$ cat src/hw/rtl/cbsm_pkg.sv
// shared types, constants and helpers for the bank switch map
package cbsm_pkg;

    localparam int CPU_PAGES_DEF     = 8;
    localparam int PPU_PAGES_DEF     = 12;
    localparam int PRG_BANKS_MAX_DEF = 256;
    localparam int CHR_BANKS_MAX_DEF = 2048;

    localparam int BANK_W   = 12;
    localparam int REGION_W = 3;
    localparam int OFFSET_W = 21;

    localparam logic [2:0] REG_UNMAPPED = 3'd0;
    localparam logic [2:0] REG_IRAM     = 3'd1;
    localparam logic [2:0] REG_DUMMY    = 3'd2;
    localparam logic [2:0] REG_WRAM     = 3'd3;
    localparam logic [2:0] REG_PRG      = 3'd4;
    localparam logic [2:0] REG_CHR      = 3'd5;
    localparam logic [2:0] REG_CRAM     = 3'd6;
    localparam logic [2:0] REG_NT       = 3'd7;

    localparam logic [4:0] ACT_PRG8     = 5'd0;
    localparam logic [4:0] ACT_PRG16    = 5'd1;
    localparam logic [4:0] ACT_PRG32    = 5'd2;
    localparam logic [4:0] ACT_PRG32F   = 5'd3;
    localparam logic [4:0] ACT_CHR1     = 5'd4;
    localparam logic [4:0] ACT_CHR2     = 5'd5;
    localparam logic [4:0] ACT_CHR4     = 5'd6;
    localparam logic [4:0] ACT_CHR8     = 5'd7;
    localparam logic [4:0] ACT_CRAM1    = 5'd8;
    localparam logic [4:0] ACT_CRAM2    = 5'd9;
    localparam logic [4:0] ACT_CRAM4    = 5'd10;
    localparam logic [4:0] ACT_CRAM8    = 5'd11;
    localparam logic [4:0] ACT_NTBANK   = 5'd12;
    localparam logic [4:0] ACT_MIRROR   = 5'd13;
    localparam logic [4:0] ACT_NTFOUR   = 5'd14;
    localparam logic [4:0] ACT_CPU_XL   = 5'd15;
    localparam logic [4:0] ACT_PPU_XL   = 5'd16;

    // mirroring modes, anything above four-screen leaves the nametables alone
    localparam logic [2:0] MIR_HORZ     = 3'd0;
    localparam logic [2:0] MIR_VERT     = 3'd1;
    localparam logic [2:0] MIR_LOW      = 3'd2;
    localparam logic [2:0] MIR_HIGH     = 3'd3;
    localparam logic [2:0] MIR_FOUR     = 3'd4;

    localparam logic [0:0] CFG_PRG_COUNT = 1'd0;
    localparam logic [0:0] CFG_CHR_COUNT = 1'd1;

    // page table entry
    typedef struct packed {
        logic [REGION_W-1:0] region;
        logic [BANK_W-1:0]   bank;
    } t_entry;

    // one page write request to the table module
    typedef struct packed {
        logic        we;
        logic        ppu;
        logic [3:0]  page;
        t_entry      entry;
    } t_wr;

    function automatic logic is_writable(input logic [2:0] r);
        return (r == REG_IRAM) || (r == REG_WRAM) || (r == REG_CRAM) || (r == REG_NT);
    endfunction

endpackage

$ cat src/hw/rtl/cbsm_mod.sv
// iterative restoring remainder of a bank number by a bank count
module cbsm_mod
    import cbsm_pkg::*;
(
    input  logic        i_clk,
    input  logic        i_rst_n,
    input  logic        i_start,
    input  logic [13:0] i_num,
    input  logic [12:0] i_den,
    output logic        o_done,
    output logic [12:0] o_rem
);
    localparam int NW = 14;

    logic [13:0] r_num, n_num;
    logic [13:0] r_rem, n_rem;
    logic [3:0]  r_cnt, n_cnt;
    logic        r_busy, n_busy;
    logic        r_done, n_done;
    logic [12:0] r_den;
    logic [14:0] shifted;

    always_comb begin
        n_num  = r_num;
        n_rem  = r_rem;
        n_cnt  = r_cnt;
        n_busy = r_busy;
        n_done = 1'b0;
        shifted = {r_rem, r_num[NW-1]};
        if (i_start) begin
            n_num  = i_num;
            n_rem  = '0;
            n_cnt  = '0;
            n_busy = 1'b1;
        end else if (r_busy) begin
            n_num = {r_num[NW-2:0], 1'b0};
            if (shifted >= {2'b00, r_den}) begin
                n_rem = 14'(shifted - {2'b00, r_den});
            end else begin
                n_rem = shifted[13:0];
            end
            n_cnt = 4'(r_cnt + 4'd1);
            if (r_cnt == 4'(NW - 1)) begin
                n_busy = 1'b0;
                n_done = 1'b1;
            end
        end
    end

    always_ff @(posedge i_clk) begin
        if (!i_rst_n) begin
            r_busy <= 1'b0;
            r_done <= 1'b0;
        end else begin
            r_busy <= n_busy;
            r_done <= n_done;
        end
        r_num <= n_num;
        r_rem <= n_rem;
        r_cnt <= n_cnt;
        if (i_start) r_den <= i_den;
    end

    assign o_done = r_done;
    assign o_rem  = r_rem[12:0];
endmodule

$ cat src/hw/rtl/cbsm_tables.sv
// cpu and ppu page table memories with reset-valid bits
module cbsm_tables
    import cbsm_pkg::*;
#(
    parameter int CPU_PAGES = CPU_PAGES_DEF,
    parameter int PPU_PAGES = PPU_PAGES_DEF
) (
    input  logic   i_clk,
    input  logic   i_rst_n,
    input  t_wr    i_wr,
    input  logic   i_rd_ppu,
    input  logic [3:0] i_rd_page,
    output t_entry o_rd
);
    t_entry mem_cpu [CPU_PAGES];
    t_entry mem_ppu [PPU_PAGES];
    logic [CPU_PAGES-1:0] r_cpu_vld;
    logic [PPU_PAGES-1:0] r_ppu_vld;
    t_entry r_rd_raw;
    logic   r_rd_vld;
    logic   r_rd_ppu;
    logic [2:0] r_rd_page;

    always_ff @(posedge i_clk) begin
        if (!i_rst_n) begin
            r_cpu_vld <= '0;
            r_ppu_vld <= '0;
        end else if (i_wr.we) begin
            if (i_wr.ppu) r_ppu_vld[i_wr.page] <= 1'b1;
            else          r_cpu_vld[i_wr.page[2:0]] <= 1'b1;
        end
    end

    always_ff @(posedge i_clk) begin
        if (i_wr.we) begin
            if (i_wr.ppu) mem_ppu[i_wr.page] <= i_wr.entry;
            else          mem_cpu[i_wr.page[2:0]] <= i_wr.entry;
        end
        r_rd_ppu  <= i_rd_ppu;
        r_rd_page <= i_rd_page[2:0];
        if (i_rd_ppu) begin
            r_rd_raw <= mem_ppu[i_rd_page];
            r_rd_vld <= r_ppu_vld[i_rd_page];
        end else begin
            r_rd_raw <= mem_cpu[i_rd_page[2:0]];
            r_rd_vld <= r_cpu_vld[i_rd_page[2:0]];
        end
    end

    // entries never written read as their reset contents
    always_comb begin
        if (r_rd_vld) begin
            o_rd = r_rd_raw;
        end else begin
            o_rd.bank   = '0;
            o_rd.region = REG_UNMAPPED;
            if (!r_rd_ppu) begin
                unique case (r_rd_page)
                    3'd0:         o_rd.region = REG_IRAM;
                    3'd1, 3'd2:   o_rd.region = REG_DUMMY;
                    3'd3:         o_rd.region = REG_WRAM;
                    default:      o_rd.region = REG_UNMAPPED;
                endcase
            end
        end
    end
endmodule

$ cat src/hw/rtl/console_bank_switch_map_unit.sv
// top level of the console bank switch map
//
// input channel: i_valid / o_stall with one request per action. set actions
// write up to eight page table entries; translate actions read one entry
// and return a single result on o_valid / i_stall.
// each action is handled by a small sequencer: per written page, program and
// character rom banks go through a 14-step restoring remainder unit, while
// character ram and nametable pages are written straight from the page state.
// for a translate, the read state registers the table entry and the output
// state then loads the result register.
// the input is stalled while an action is in flight or while a result waits
// in the output register; a held result keeps its value until taken.
// reset clears the valid bits of both page tables so they read as their
// power-up contents, clears the used flags, and sets both bank counts to 1.
// configuration writes land in the bank count registers at once.
module console_bank_switch_map_unit
    import cbsm_pkg::*;
#(
    parameter int CPU_PAGES     = CPU_PAGES_DEF,
    parameter int PPU_PAGES     = PPU_PAGES_DEF,
    parameter int PRG_BANKS_MAX = PRG_BANKS_MAX_DEF,
    parameter int CHR_BANKS_MAX = CHR_BANKS_MAX_DEF
) (
    input  logic        i_clk,
    input  logic        i_rst_n,
    input  logic        i_cfg_we,
    input  logic [0:0]  i_cfg_index,
    input  logic [11:0] i_cfg_data,
    input  logic        i_valid,
    output logic        o_stall,
    input  logic [4:0]  i_action,
    input  logic [3:0]  i_page,
    input  logic [9:0]  i_bank,
    input  logic [9:0]  i_bank_b,
    input  logic [9:0]  i_bank_c,
    input  logic [9:0]  i_bank_d,
    input  logic [2:0]  i_mirror_mode,
    input  logic [15:0] i_address,
    output logic        o_valid,
    input  logic        i_stall,
    output logic [2:0]  o_region,
    output logic [20:0] o_offset,
    output logic        o_writable,
    output logic [7:0]  o_ram_groups
);
    typedef enum logic [4:0] {
        ST_IDLE = 5'b00001,
        ST_PAGE = 5'b00010,
        ST_MOD  = 5'b00100,
        ST_READ = 5'b01000,
        ST_OUT  = 5'b10000
    } t_state;

    t_state r_state, n_state;

    logic [8:0]  r_prg_cnt;
    logic [11:0] r_chr_cnt;

    logic [4:0]  r_act;
    logic [3:0]  r_page;
    logic [9:0]  r_b0, r_b1, r_b2, r_b3;
    logic [2:0]  r_mode;
    logic [15:0] r_addr;
    logic [3:0]  r_idx, r_cnt;   // step index and number of pages
    logic [7:0]  r_used;

    logic        r_ovalid;
    logic [2:0]  r_oreg;
    logic [20:0] r_ooff;
    logic        r_ow;

    logic        in_acc, out_acc;
    assign in_acc  = i_valid && !o_stall;
    assign out_acc = r_ovalid && !i_stall;
    assign o_stall = (r_state != ST_IDLE) || r_ovalid;

    always_ff @(posedge i_clk) begin
        if (!i_rst_n) begin
            r_prg_cnt <= 9'd1;
            r_chr_cnt <= 12'd1;
        end else if (i_cfg_we) begin
            unique case (i_cfg_index)
                CFG_PRG_COUNT: r_prg_cnt <= i_cfg_data[8:0];
                CFG_CHR_COUNT: r_chr_cnt <= i_cfg_data;
                default: ;
            endcase
        end
    end

    // effective moduli
    logic [12:0] prg_mod, chr_mod;
    always_comb begin
        prg_mod = 13'(r_prg_cnt);
        if (r_prg_cnt == 9'd0) prg_mod = 13'd1;
        if (prg_mod > 13'(PRG_BANKS_MAX)) prg_mod = 13'(PRG_BANKS_MAX);
        chr_mod = 13'(r_chr_cnt);
        if (chr_mod > 13'(CHR_BANKS_MAX)) chr_mod = 13'(CHR_BANKS_MAX);
    end

    // per-step page, raw bank and kind
    logic        is_prg, is_chr, is_cram, is_nt;
    logic [4:0]  tgt_page;
    logic [13:0] raw_bank;
    logic [1:0]  nt_val;
    always_comb begin
        is_prg  = (r_act <= ACT_PRG32F);
        is_chr  = (r_act >= ACT_CHR1) && (r_act <= ACT_CHR8);
        is_cram = (r_act >= ACT_CRAM1) && (r_act <= ACT_CRAM8);
        is_nt   = !is_prg && !is_chr && !is_cram;
        tgt_page = 5'(r_page) + 5'(r_idx);
        raw_bank = 14'(r_b0) * 14'(r_cnt) + 14'(r_idx);
        nt_val   = r_b0[1:0];
        priority case (r_act)
            ACT_PRG32: tgt_page = 5'd4 + 5'(r_idx);
            ACT_PRG32F: begin
                tgt_page = 5'd4 + 5'(r_idx);
                unique case (r_idx[1:0])
                    2'd0: raw_bank = 14'(r_b0);
                    2'd1: raw_bank = 14'(r_b1);
                    2'd2: raw_bank = 14'(r_b2);
                    default: raw_bank = 14'(r_b3);
                endcase
            end
            ACT_CHR8, ACT_CRAM8: tgt_page = 5'(r_idx);
            ACT_MIRROR: begin
                tgt_page = 5'd8 + 5'(r_idx);
                priority case (r_mode)
                    MIR_HORZ: nt_val = {1'b0, r_idx[1]};
                    MIR_VERT: nt_val = {1'b0, r_idx[0]};
                    MIR_LOW:  nt_val = 2'd0;
                    MIR_HIGH: nt_val = 2'd1;
                    default:  nt_val = r_idx[1:0];
                endcase
            end
            ACT_NTFOUR: begin
                tgt_page = 5'd8 + 5'(r_idx);
                unique case (r_idx[1:0])
                    2'd0: nt_val = r_b0[1:0];
                    2'd1: nt_val = r_b1[1:0];
                    2'd2: nt_val = r_b2[1:0];
                    default: nt_val = r_b3[1:0];
                endcase
            end
            default: ;
        endcase
    end

    logic        page_ok;
    assign page_ok = is_prg ? (tgt_page < 5'(CPU_PAGES)) : (tgt_page < 5'(PPU_PAGES));

    // unknown mirroring modes leave the nametable pages as they are
    logic        mir_keep;
    assign mir_keep = (r_act == ACT_MIRROR) && (r_mode > MIR_FOUR);

    logic        mod_start, mod_done;
    logic [12:0] mod_rem;
    cbsm_mod u_mod (
        .i_clk  (i_clk),
        .i_rst_n(i_rst_n),
        .i_start(mod_start),
        .i_num  (raw_bank),
        .i_den  (is_prg ? prg_mod : chr_mod),
        .o_done (mod_done),
        .o_rem  (mod_rem)
    );

    t_wr    wr;
    t_entry rd;
    logic   rd_ppu;
    logic [3:0] rd_page;
    assign rd_ppu  = (r_act == ACT_PPU_XL);
    assign rd_page = rd_ppu ? r_addr[13:10] : {1'b0, r_addr[15:13]};

    cbsm_tables #(.CPU_PAGES(CPU_PAGES), .PPU_PAGES(PPU_PAGES)) u_tab (
        .i_clk    (i_clk),
        .i_rst_n  (i_rst_n),
        .i_wr     (wr),
        .i_rd_ppu (rd_ppu),
        .i_rd_page(rd_page),
        .o_rd     (rd)
    );

    logic last;
    assign last = (r_idx == 4'(r_cnt - 4'd1));

    logic [7:0] n_used;
    always_comb begin
        n_state   = r_state;
        mod_start = 1'b0;
        wr        = '0;
        wr.ppu    = !is_prg;
        wr.page   = tgt_page[3:0];
        n_used    = r_used;
        unique case (r_state)
            ST_IDLE: if (in_acc) begin
                if (i_action == ACT_CPU_XL || i_action == ACT_PPU_XL) n_state = ST_READ;
                else if (i_action <= ACT_NTFOUR) n_state = ST_PAGE;
            end
            ST_PAGE: begin
                if ((is_prg || is_chr) && page_ok && !(is_chr && r_chr_cnt == 12'd0)) begin
                    mod_start = 1'b1;
                    n_state   = ST_MOD;
                end else begin
                    if (page_ok && is_cram) begin
                        wr.we = 1'b1;
                        wr.entry.region = REG_CRAM;
                        wr.entry.bank   = BANK_W'(raw_bank[4:0]);
                        n_used[raw_bank[4:2]] = 1'b1;
                    end else if (page_ok && is_nt && !mir_keep) begin
                        wr.we = 1'b1;
                        wr.entry.region = REG_NT;
                        wr.entry.bank   = BANK_W'(nt_val);
                    end
                    if (last) n_state = ST_IDLE;
                end
            end
            ST_MOD: if (mod_done) begin
                wr.we = 1'b1;
                wr.entry.region = is_prg ? REG_PRG : REG_CHR;
                wr.entry.bank   = mod_rem[BANK_W-1:0];
                n_state = last ? ST_IDLE : ST_PAGE;
            end
            ST_READ: n_state = ST_OUT;
            ST_OUT:  n_state = ST_IDLE;
            default: n_state = ST_IDLE;
        endcase
    end

    logic [3:0] act_cnt;
    always_comb begin
        unique case (i_action)
            ACT_PRG16, ACT_CHR2, ACT_CRAM2:            act_cnt = 4'd2;
            ACT_PRG32, ACT_PRG32F, ACT_CHR4, ACT_CRAM4,
            ACT_MIRROR, ACT_NTFOUR:                    act_cnt = 4'd4;
            ACT_CHR8, ACT_CRAM8:                       act_cnt = 4'd8;
            default:                                   act_cnt = 4'd1;
        endcase
    end

    always_ff @(posedge i_clk) begin
        if (!i_rst_n) begin
            r_state  <= ST_IDLE;
            r_used   <= '0;
            r_ovalid <= 1'b0;
        end else begin
            r_state <= n_state;
            r_used  <= n_used;
            if (r_state == ST_OUT) r_ovalid <= 1'b1;
            else if (out_acc)      r_ovalid <= 1'b0;
        end
        if (in_acc) begin
            r_act  <= i_action;
            r_page <= i_page;
            r_b0   <= i_bank;
            r_b1   <= i_bank_b;
            r_b2   <= i_bank_c;
            r_b3   <= i_bank_d;
            r_mode <= i_mirror_mode;
            r_addr <= i_address;
            r_cnt  <= act_cnt;
            r_idx  <= '0;
        end else if ((r_state == ST_PAGE && n_state == ST_PAGE)
                  || (r_state == ST_MOD && mod_done)) begin
            r_idx <= 4'(r_idx + 4'd1);
        end
        if (r_state == ST_OUT) begin
            if (rd_ppu && r_addr[15:10] >= 6'(PPU_PAGES)) begin
                r_oreg <= REG_UNMAPPED;
                r_ooff <= '0;
                r_ow   <= 1'b0;
            end else begin
                r_oreg <= rd.region;
                r_ow   <= is_writable(rd.region);
                if (rd_ppu) r_ooff <= 21'({rd.bank, 10'b0}) + 21'(r_addr[9:0]);
                else        r_ooff <= 21'({rd.bank, 13'b0}) + 21'(r_addr[12:0]);
            end
        end
    end

    assign o_valid      = r_ovalid;
    assign o_region     = r_oreg;
    assign o_offset     = r_ooff;
    assign o_writable   = r_ow;
    assign o_ram_groups = r_used;

    // no new request while a result waits
    a_no_acc_held: assert property (@(posedge i_clk) disable iff (!i_rst_n)
        r_ovalid |-> !in_acc) else $error("request accepted with result pending");
    // a result appears only after the output state
    a_out_src: assert property (@(posedge i_clk) disable iff (!i_rst_n)
        $rose(r_ovalid) |-> $past(r_state == ST_OUT)) else $error("stray result");
    // page writes only while sequencing
    a_wr_state: assert property (@(posedge i_clk) disable iff (!i_rst_n)
        wr.we |-> (r_state == ST_PAGE || r_state == ST_MOD)) else $error("stray write");
endmodule

$ cat config.mk
export PLATFORM = sky130hd
export DESIGN_NAME = console_bank_switch_map_unit
export DESIGN_NICKNAME = d
export VERILOG_FILES = /design/src/hw/rtl/cbsm_pkg.sv /design/src/hw/rtl/cbsm_mod.sv /design/src/hw/rtl/cbsm_tables.sv /design/src/hw/rtl/console_bank_switch_map_unit.sv
export SDC_FILE = /design/constraint.sdc
export NUM_CORES = 1
export LEC_CHECK = 0
export ABC_CLOCK_PERIOD_IN_PS = 10550
export BUFFER_PORTS_ARGS = -buffer_cell sky130_fd_sc_hd__buf_2
export CORE_UTILIZATION = 47
export CTS_CLUSTER_SIZE = 10
export DETAILED_ROUTE_END_ITERATION = 16
export GPL_ROUTABILITY_DRIVEN = 0
export PLACE_DENSITY = 0.62
export SETUP_SLACK_MARGIN = 0.3
export SLEW_MARGIN = 30
export SYNTH_ARGS = -nofsm -noshare
export SYNTH_HDL_FRONTEND = slang
export SYNTH_SLANG_ARGS = --single-unit
$ cat constraint.sdc
create_clock -name i_clk -period 10.55 [get_ports i_clk]
set_input_delay 1.055 -clock i_clk [delete_from_list [all_inputs] [get_ports i_clk]]
set_output_delay 1.055 -clock i_clk [all_outputs]
set_load 0.02 [all_outputs]
==> reports/metrics.csv <==
stage,metric,value,unit
worst_setup_path,CP Buf/Inv Count,4,
detailed_routing,WL final,55000,um
synthesis,post-synthesis sequential area ratio,0.631,
layout,Multi-input gate area,0.00775,mm^2
clock_network,CTS root buf,clkbuf_16,
sta,worst slew pin tran,981,ps
sta,final critical-path required period,4710,ps
detailed_routing,detailed-route wire length per cell,21.1,um
clock_network,Hold Buf Count CTS,0,
job,total of max-cap violations,0,
synthesis,Netlist cell types,83,
global_route,largest net degree at the start of global routing,74,
sta,RSZ-0062 raised after global routing,no,
detailed_routing,# DRC,0,
worst_hold_path,worst hold stages,2,
worst_setup_path,CP Launch Type,flip-flop,
clock_network,TritonCTS clock tree,done,
place,Detailed Place HPWL,36200,um
worst_setup_path,CP Data Required Time,11050,ps
global_route,first-pass GRT wire length,84400,um
die,row count,79,
synthesis,"EDFF count, synth",403,
synthesis,dominant cell type by area after synthesis,edfxtp_1,
detailed_routing,DRT iter0 DRCs,1239,
layout,ant diodes,0,
worst_setup_path,Reg2Reg Depth,10,
worst_setup_path,CP most frequent cell,buf_4,
synthesis,Post-synth top flop,edfxtp_1,
worst_setup_path,"critical path fanouts, max",73,
sta,WHS,456,ps
worst_setup_path,Worst R2R Setup Slack,5840,ps
sta,worst rel slew slack,0.337,
synthesis,Synth top area share,0.543,
synthesis,Synth Instances,1833,
status,status,finished clean,
place,placed cell count,2493,
detailed_routing,vias post-DR,14900,
clock_network,# clock sinks,501,
die,DIE AREA,0.0483,mm^2
clock_network,Post-CTS Setup Bufs,0,
sta,fin crit share,0.446,
die,Initial Util,0.477,
sta,# setup viols final,0,
place,IO Port Bufs,120,
worst_setup_path,worst-path cell chain,nor4_2 > nand2_1 > buf_4 > inv_2 > a21oi_4 > inv_4 > buf_4 > mux4_2 > nor2_1 > o21ai_1,
synthesis,Async SR Flop Fraction,0,
worst_hold_path,Hold Path Class,flip-flop to flip-flop,
synthesis,YS warnings,0,
synthesis,Yosys reg bits,501,
detailed_routing,drt first pass iters,6,
sta,Final TNS setup,0,ps
worst_setup_path,WP data arrival,5200,ps
layout,FF/Latch Area,0.0141,mm^2
worst_setup_path,Crit. Startpoint,r_act[3],
synthesis,Syn Std Cell Area,0.0223,mm^2
worst_setup_path,crit path capture type,flip-flop,
layout,fin nets,2111,
global_route,vias in the first global route,14800,
sta,Fin Clk Skew,28.4,ps
worst_setup_path,RR Endpoint,u_tab.r_rd_raw[3],
sta,"Hold Vio Cnt, Final",0,
global_route,GRT Util Overall,0.233,
die,Ports,121,
die,Core Area,0.0467,mm^2
clock_network,Post-CTS Resized,0,
clock_network,htree depth,2,
layout,most frequent cells in the layout,"edfxtp_1 (403), nand2_1 (325), a21oi_1 (121)",
power,LEAKAGE,9.38,nW
clock_network,worst-case clock buffer depth,3,
clock_network,Clock transition at path regs,60,ps
worst_setup_path,Critical Path Stages,10,
global_route,total gr overflow,0,
die,Die Ht,220,um
layout,share of cells above drive strength 1,0.142,
power,pwr/cell area,188,mW/mm^2
clock_network,clk_lat worst skew,630,ps
worst_setup_path,critical path's top delay family,buffers and inverters,
sta,Slew Limit Fails,0,
detailed_routing,Vias per Instance,5.74,
worst_setup_path,Crit Path Category,flip-flop to flip-flop,
synthesis,Area contributors post-synth,"edfxtp_1 (54%), dfxtp_1 (8.8%), nand2_1 (5.5%)",
sta,fmax,212,MHz
layout,fill count,3953,
layout,post-route insts no fill,2601,
worst_setup_path,slowest cell delay on critical path,830,ps
synthesis,syn avg cell area,12.2,um^2
worst_setup_path,CP endpoint,u_tab.r_rd_raw[3],
clock_network,cts bufs inserted,57,
die,DIE WIDTH,220,um
global_route,initial antenna violation count,1,
layout,area added between synthesis and finish,14.2,%
synthesis,syn_nets,1996,
worst_setup_path,FF-to-FF Start,r_act[3],
detailed_routing,Routed Antenna Nets,0,
layout,most common library cell in the layout ignoring fill and taps,edfxtp_1,
worst_setup_path,Worst path slowest cell,buf_4,
power,peak supply drop,0.142,mV
kinds of logic (layout without fill, tap and decap cells):
kind of cell	Yosys count	count (layout)	synth area share
adder cells (fa/ha/maj)	77	77	0.0503
multiplexers	52	52	0.0321
AO/OA/AOI/OAI	385	385	0.116
AND/OR/NAND/NOR	623	623	0.127
XOR/XNOR	32	32	0.0129
buffers and inverters	163	324	0.0303
flip-flops	501	501	0.631
power breakdown:
part	switching, mW	leakage (nW)	total (mW)	internal [mW]
Clock	0.767	0.828	1.85	1.08
Combinational	0.407	4.00	0.678	0.271
Sequential	0.0759	4.56	2.27	2.19
state kept, by name (all words and copies together), names as in the netlist, 5 cells and up:
name / count
o_offset: 21
o_ram_groups: 8
r_act: 5
r_addr: 16
r_b0: 10
r_b1: 10
r_b2: 10
r_b3: 10
r_chr_cnt: 12
r_prg_cnt: 9
r_state: 5
u_mod.r_den: 12
u_mod.r_num: 14
u_mod.r_rem: 14
u_tab.mem_cpu: 112
u_tab.mem_ppu: 168
u_tab.r_cpu_vld: 8
u_tab.r_ppu_vld: 12
u_tab.r_rd_raw: 14
area by class of cell:
cell class / instances / area share
Clock buffer: 101 / 0.0650
Clock inverter: 4 / 0.00369
Inverter: 70 / 0.0104
Multi-Input combinational cell: 1169 / 0.304
Sequential cell: 501 / 0.553
Tap cell: 607 / 0.0298
Timing Repair Buffer: 149 / 0.0338
worst reg2reg max path: stages (launching register included):
cell	delay [ps]
edfxtp_1	660
nor4_2	480
nand2_1	100
buf_4	330
inv_2	650
a21oi_4	140
inv_4	510
buf_4	870
mux4_2	670
nor2_1	110
o21ai_1	90
per-layer routing:
metal | track usage | vias to the layer above | wire length, um
li1 | - | 7019 | -
met1 | 0.295 | 7328 | 22700
met2 | 0.399 | 471 | 27300
met3 | 0.0311 | 106 | 2880
met4 | 0.101 | 0 | 2090
met5 | 0 | - | 0
worst min path at each step:
stage | slack, ps | startpoint | endpoint
finish | 460 | r_chr_cnt[11] | r_chr_cnt[11]
global route | 470 | u_tab.r_ppu_vld[0] | u_tab.r_ppu_vld[0]
CTS | 460 | r_chr_cnt[11] | r_chr_cnt[11]
detailed placement | 450 | u_tab.r_ppu_vld[2] | u_tab.r_ppu_vld[2]
global placement | 440 | u_tab.r_ppu_vld[2] | u_tab.r_ppu_vld[2]
floorplan | 420 | u_tab.r_ppu_vld[11] | u_tab.r_ppu_vld[11]
per-stage QoR:
| step | util | worst slack, ps | total power [mW] | instance area (um^2) |
|---|---|---|---|---|
| floorplan | - | 5380 | 2.78 | 22300 |
| global placement | 0.504 | 6030 | 2.96 | 23500 |
| global route | 0.545 | 5640 | 4.98 | 25400 |
| detailed placement | 0.507 | 5950 | 2.98 | 23700 |
| CTS | 0.544 | 5960 | 4.82 | 25400 |
| finish | 0.545 | 5840 | 4.79 | 25400 |
cells in the mapped netlist (all sizes together) (5+ instances only):
master  instances
nand4          19
a21oi         123
a31oi          13
a32oi          15
o31a            5
a222oi         10
o31ai           9
mux2i          31
edfxtp        403
and3            6
nand2         326
mux4           15
or3             5
xnor2          18
a21o            9
ha             56
o21ai          76
nor2           86
nand3          52
nand2b         13
o211ai          6
nor3           27
dfxtp          98
o41ai          18
clkbuf         59
a211oi         11
or2             8
buf            34
mux2            6
nor2b          13
a22o           16
fa             21
o21a           23
and2           35
nor4           12
a221o          14
xor2           14
inv            66
(Power assumes the default switching activity.)
